<file path="src/rtl/core/otes_pkg.sv">
package otes_pkg;

  localparam int MODE_W   = 2;
  localparam int TREE_W   = 6;
  localparam int LEVEL_W  = 3;
  localparam int FEAT_W   = 8;
  localparam int LEAF_W   = 8;
  localparam int VAL_W    = 32;
  localparam int SCORE_W  = 48;
  localparam int COUNT_W  = 7;
  localparam int DEPTH_W  = 4;
  localparam int PADDR_W  = 3;
  localparam int PDATA_W  = 32;

  localparam logic [COUNT_W-1:0] COUNT_RESET = 7'd1;
  localparam logic [DEPTH_W-1:0] DEPTH_RESET = 4'd6;

  // register select is paddr[2]
  localparam logic REG_TREE_COUNT = 1'b0;
  localparam logic REG_TREE_DEPTH = 1'b1;

  typedef enum logic [MODE_W-1:0] {
    OP_NODE   = 2'd0,
    OP_LEAF   = 2'd1,
    OP_WEIGHT = 2'd2,
    OP_FEAT   = 2'd3
  } op_t;

  typedef struct packed {
    op_t                     op;
    logic                    ok;
    logic                    last;
    logic [TREE_W-1:0]       tree;
    logic [LEVEL_W-1:0]      level;
    logic [FEAT_W-1:0]       feat;
    logic [LEAF_W-1:0]       leaf;
    logic signed [VAL_W-1:0] value;
  } cmd_t;

  typedef struct packed {
    logic clearing;
    logic scoring;
  } stat_t;

  typedef enum logic [3:0] {
    ST_CLEAR,
    ST_IDLE,
    ST_START,
    ST_LEVEL,
    ST_FEAT,
    ST_CMP,
    ST_LEAF,
    ST_MUL,
    ST_ACC,
    ST_DONE
  } back_state_t;

endpackage

</file>
<file path="src/rtl/core/otes_queue.sv">
module otes_queue (
  input  logic           clk,
  input  logic           rst_n,
  input  logic           push,
  input  otes_pkg::cmd_t push_cmd,
  input  logic           pop,
  output logic           q_valid,
  output logic           q_full,
  output otes_pkg::cmd_t q_cmd
);
  import otes_pkg::*;

  cmd_t       slot_r [2];
  logic       wr_r, wr_nxt;
  logic       rd_r, rd_nxt;
  logic [1:0] cnt_r, cnt_nxt;

  assign q_valid = cnt_r != 2'd0;
  assign q_full  = cnt_r == 2'd2;
  assign q_cmd   = slot_r[rd_r];

  always_comb begin
    wr_nxt  = push ? !wr_r : wr_r;
    rd_nxt  = pop ? !rd_r : rd_r;
    cnt_nxt = cnt_r + 2'(push) - 2'(pop);
  end

  always_ff @(posedge clk) begin
    if (!rst_n) begin
      wr_r  <= 1'b0;
      rd_r  <= 1'b0;
      cnt_r <= 2'd0;
    end else begin
      wr_r  <= wr_nxt;
      rd_r  <= rd_nxt;
      cnt_r <= cnt_nxt;
    end
  end

  always_ff @(posedge clk) begin
    if (push) begin
      slot_r[wr_r] <= push_cmd;
    end
  end

endmodule

</file>
<file path="config.mk">
export PLATFORM = sky130hd
export DESIGN_NAME = otes_queue
export DESIGN_NICKNAME = d
export VERILOG_FILES = /design/src/rtl/core/otes_pkg.sv /design/src/rtl/core/otes_queue.sv
export SDC_FILE = /design/constraint.sdc
export NUM_CORES = 1
export LEC_CHECK = 0
export ABC_CLOCK_PERIOD_IN_PS = 3800
export BUFFER_PORTS_ARGS = -buffer_cell sky130_fd_sc_hd__buf_2
export CAP_MARGIN = 5
export CORE_UTILIZATION = 47
export CTS_CLUSTER_DIAMETER = 50
export DETAILED_ROUTE_END_ITERATION = 12
export PLACE_DENSITY = 0.75
export SYNTH_ARGS = -nofsm -noshare
export SYNTH_HDL_FRONTEND = slang
export SYNTH_SLANG_ARGS = --single-unit
</file>
<file path="constraint.sdc">
create_clock -name clk -period 3.8 [get_ports clk]
set_input_delay 0.76 -clock clk [delete_from_list [all_inputs] [get_ports clk]]
set_output_delay 0.76 -clock clk [all_outputs]
set_load 0.01 [all_outputs]
</file>
==> results_tabular.tex <==
\begin{tabular}{lr}
\hline
Metric & Value \\
\hline
\multicolumn{2}{l}{\textbf{Logic synthesis}} \\
Synth area leaders & sky130\_fd\_sc\_hd\_\_edfxtp\_1 74\%, sky130\_fd\_sc\_hd\_\_mux2\_4 18\%, sky130\_fd\_sc\_hd\_\_buf\_12 2.4\%, sky130\_fd\_sc\_hd\_\_dfxtp\_1 2.0\%, sky130\_fd\_sc\_hd\_\_and2\_1 0.51\% \\
Summed instance area of the synthesized netlist & 4935 um2 \\
Warnings from Yosys & 0 \\
Fraction of the yosys area taken by sequential cells & 0.7627 \\
Number of distinct library cell variants in the gate-level netlist after synthesis & 14 \\
Net count of the mapped netlist & 278 \\
Area share of the leading cell type in the synthesized netlist & 0.7424 \\
Post-Synth Adder-Cell Area & 0.005071 \\
Syn\_area\_per\_cell & 23.39 um2 \\
Dominant combinational cell family by area after synthesis & multiplexers \\
Post-synth top area cell & sky130\_fd\_sc\_hd\_\_edfxtp\_1 \\
Synth Area in Compound Gates & 0.001521 \\
Count of mapped cells out of synthesis & 211 \\
Flop and latch count out of synthesis & 127 \\
Xor/xnor share of the synthesized area & 0.006339 \\
Proportion of synthesized area in mux cells & 0.1848 \\
Simple logic cell fraction of the synthesized area & 0.01141 \\
\multicolumn{2}{l}{\textbf{Floorplanning}} \\
Count of standard-cell rows & 37 \\
Die width & 104.5 um \\
Core region area & 10230 um2 \\
DIE HEIGHT & 104.5 um \\
Die area & 10910 um2 \\
Ports placed on the boundary & 128 \\
Starting utilization of the core area & 0.4823 \\
\multicolumn{2}{l}{\textbf{STA}} \\
Worst Tran Pin Value & 0.7987 ns \\
Final Hold Viols & 0 \\
Final setup skew & 0.007025 ns \\
Smallest setup slack after layout & 0.8630 ns \\
Setup repair after global routing missed its margin & no \\
Final setup viols & 0 \\
Accumulated negative setup slack & 0 ns \\
Minimum period implied by the final worst setup slack & 2.937 ns \\
Portion of the clock cycle consumed by the worst path in the final layout & 0.7729 \\
Final-layout worst hold slack & 0.4448 ns \\
Max Freq & 0.3405 GHz \\
Max-slew violation count & 0 \\
Worst relative slew slack & 0.4676 \\
\multicolumn{2}{l}{\textbf{Place}} \\
RePlAce Congestion & 0.6729 \\
Port Buffers & 127 \\
HPWL after DPL & 5050 um \\
Placed Area & 5664 um2 \\
Dpl ws & 1.370 ns \\
\multicolumn{2}{l}{\textbf{Worst hold path}} \\
Worst hold path class & input port to flop \\
\multicolumn{2}{l}{\textbf{Finish}} \\
Antenna cells & 0 \\
Final standard cell area without fillers & 6211 um2 \\
Ratio of cells with drive above 1 in the final layout & 0.6027 \\
Synthesis-to-layout area growth & 25.86\% \\
Final net count & 421 \\
\multicolumn{2}{l}{\textbf{Global routing}} \\
Global-route wire length before repair & 12170 um \\
Largest net degree at the start of global routing & 62 \\
Number of antenna violations at the first check in global routing & 0 \\
Vias in the first global route & 2532 \\
Aggregate global-route resource usage & 0.1516 \\
Total global routing overflow & 0 \\
\multicolumn{2}{l}{\textbf{Clock network}} \\
CTS HTree Levels & 4 \\
Worst-Skew Late Latency & 0.50 ns \\
Clock transition at the register clock pins on the worst setup and hold paths after CTS & 0.06 ns \\
Root buf cell & sky130\_fd\_sc\_hd\_\_clkbuf\_8 \\
Clk buf depth & 2 \\
CTS tree & built \\
Post-CTS Setup Inserts & 0 \\
Count of instances resized after the clock tree is built & 0 \\
Number of buffers inserted by hold repair at cts & 0 \\
Total clock buffers created by CTS & 17 \\
Sinks on Clock Net & 127 \\
\multicolumn{2}{l}{\textbf{Power}} \\
Combinational fraction of design power & 0.103 \\
Power per standard cell area & 564.2 nW/um2 \\
Largest vdd supply drop & 0.2794 mV \\
Internal power & 2.801 mW \\
Overall power consumption & 3.504 mW \\
Share of total power in the clock network & 0.423 \\
Net switching power of the design & 703.5 uW \\
Switching fraction of total power & 0.2007 \\
Leak Pwr & 2.511 nW \\
Fraction of power consumed by sequential logic & 0.474 \\
\multicolumn{2}{l}{\textbf{Drt}} \\
Detailed Routing Iterations Pass 1 & 6 \\
Via total after detailed routing & 2394 \\
Initial DRC count & 94 \\
Post-detailed-routing wire length & 7801 um \\
Antenna violation net count after detailed routing & 0 \\
DR vias/cell & 4.778 \\
Detailed-route DRC error count & 0 \\
Wire per inst & 15.57 um \\
\multicolumn{2}{l}{\textbf{Critical path}} \\
Class of the most critical setup path & flop to output port \\
CP Launch Type & flop \\
Crit path DAT & 2.18 ns \\
Worst-path maximum fanout & 36 \\
Nature of the critical path endpoint & output port \\
Endpoint required time on the critical path & 3.04 ns \\
\multicolumn{2}{l}{\textbf{Run status}} \\
Run status & completed \\
\multicolumn{2}{l}{\textbf{Job}} \\
Max Cap Violations & 0 \\
\hline
\end{tabular}
-- metal layers --
| metal | wire (um) | global-route usage | vias up |
|---|---|---|---|
| met1 | 3303 | 0.1785 | 1170 |
| li1 | - | - | 1121 |
| met2 | 3870 | 0.2408 | 91 |
| met4 | 126 | 0.07143 | 0 |
| met5 | 0 | 0 | - |
| met3 | 500 | 0.06328 | 12 |
-- power groups by stage --
stage	clock [mW]	sequential, mW	combinational, mW
floorplan	0	1.67	0.266
global placement	0	1.69	0.355
detailed placement	0	1.69	0.364
CTS	1.52	1.66	0.366
global route	1.57	1.67	0.388
finish	1.48	1.66	0.360
-- synth_stat cells --
master,n
sky130_fd_sc_hd__and2_1,4
sky130_fd_sc_hd__buf_12,6
sky130_fd_sc_hd__buf_6,1
sky130_fd_sc_hd__dfxtp_1,5
sky130_fd_sc_hd__edfxtp_1,122
sky130_fd_sc_hd__ha_1,2
sky130_fd_sc_hd__inv_1,2
sky130_fd_sc_hd__mux2_2,1
sky130_fd_sc_hd__mux2_4,60
sky130_fd_sc_hd__nor2b_1,4
sky130_fd_sc_hd__o21a_1,1
sky130_fd_sc_hd__or2_2,1
sky130_fd_sc_hd__xnor3_1,1
sky130_fd_sc_hd__xor2_1,1
-- logic make-up (layout without fill, tap and decap cells) --
| group | count (synthesis) | after routing |
|---|---|---|
| xor+xnor | 2 | 2 |
| flops | 127 | 127 |
| compound gates | 1 | 1 |
| buf+inv | 9 | 163 |
| simple gates | 9 | 9 |
| fa+ha+maj | 2 | 2 |
| mux | 61 | 61 |
-- worst max-delay path, cell delays in order (launching register included) --
cell and delay (ns):
sky130_fd_sc_hd__dfxtp_4 0.79, sky130_fd_sc_hd__buf_4 0.40, sky130_fd_sc_hd__mux2_4 0.33, sky130_fd_sc_hd__buf_2 0.14
-- per-stage QoR --
step	util	instances
2_1_floorplan	-	211
3_3_place_gp	0.5536	471
3_5_place_dp	0.5536	471
4_1_cts	0.6071	501
5_1_grt	0.6071	501
6_report	0.6071	501
-- area by class of cell --
cell class | count | area (um2)
fill | 749 | 4020
sequential | 127 | 3767
multi-input combinational | 75 | 1041
timing repair buffer | 131 | 678.2
clock buffer | 20 | 425.4
tap | 136 | 170.2
clock inverter | 10 | 121.4
inverter | 2 | 7.507
-- flip-flops by register name, summed over array words and instances (netlist names), named ones only --
signal  count
wr_r        1
rd_r        1
slot_r    122
cnt_r       2
-- cells in the final DEF (no fill, tap or decap), types with 2 or more instances in the layout --
cell type,instances
sky130_fd_sc_hd__and2_1,3
sky130_fd_sc_hd__inv_1,2
sky130_fd_sc_hd__buf_4,3
sky130_fd_sc_hd__ha_1,2
sky130_fd_sc_hd__nor2b_1,3
sky130_fd_sc_hd__clkbuf_16,16
sky130_fd_sc_hd__mux2_4,60
sky130_fd_sc_hd__clkbuf_1,3
sky130_fd_sc_hd__dfxtp_1,4
sky130_fd_sc_hd__clkinv_2,4
sky130_fd_sc_hd__buf_2,127
sky130_fd_sc_hd__edfxtp_1,122
sky130_fd_sc_hd__clkinv_1,3
sky130_fd_sc_hd__bufinv_16,3
-- path summary, 6_finish.rpt --
check | from | end | slack [ns] | depth (start not counted)
min reg2reg | rd_r | flop | 0.59 | 2
min | push_cmd[11] | slot_r[1][11] | 0.44 | 1
max reg2reg | wr_r | slot_r[1][54] | 2.23 | 2
max | flop | q_cmd[32] | 0.86 | 3
(Power assumes the default switching activity.)
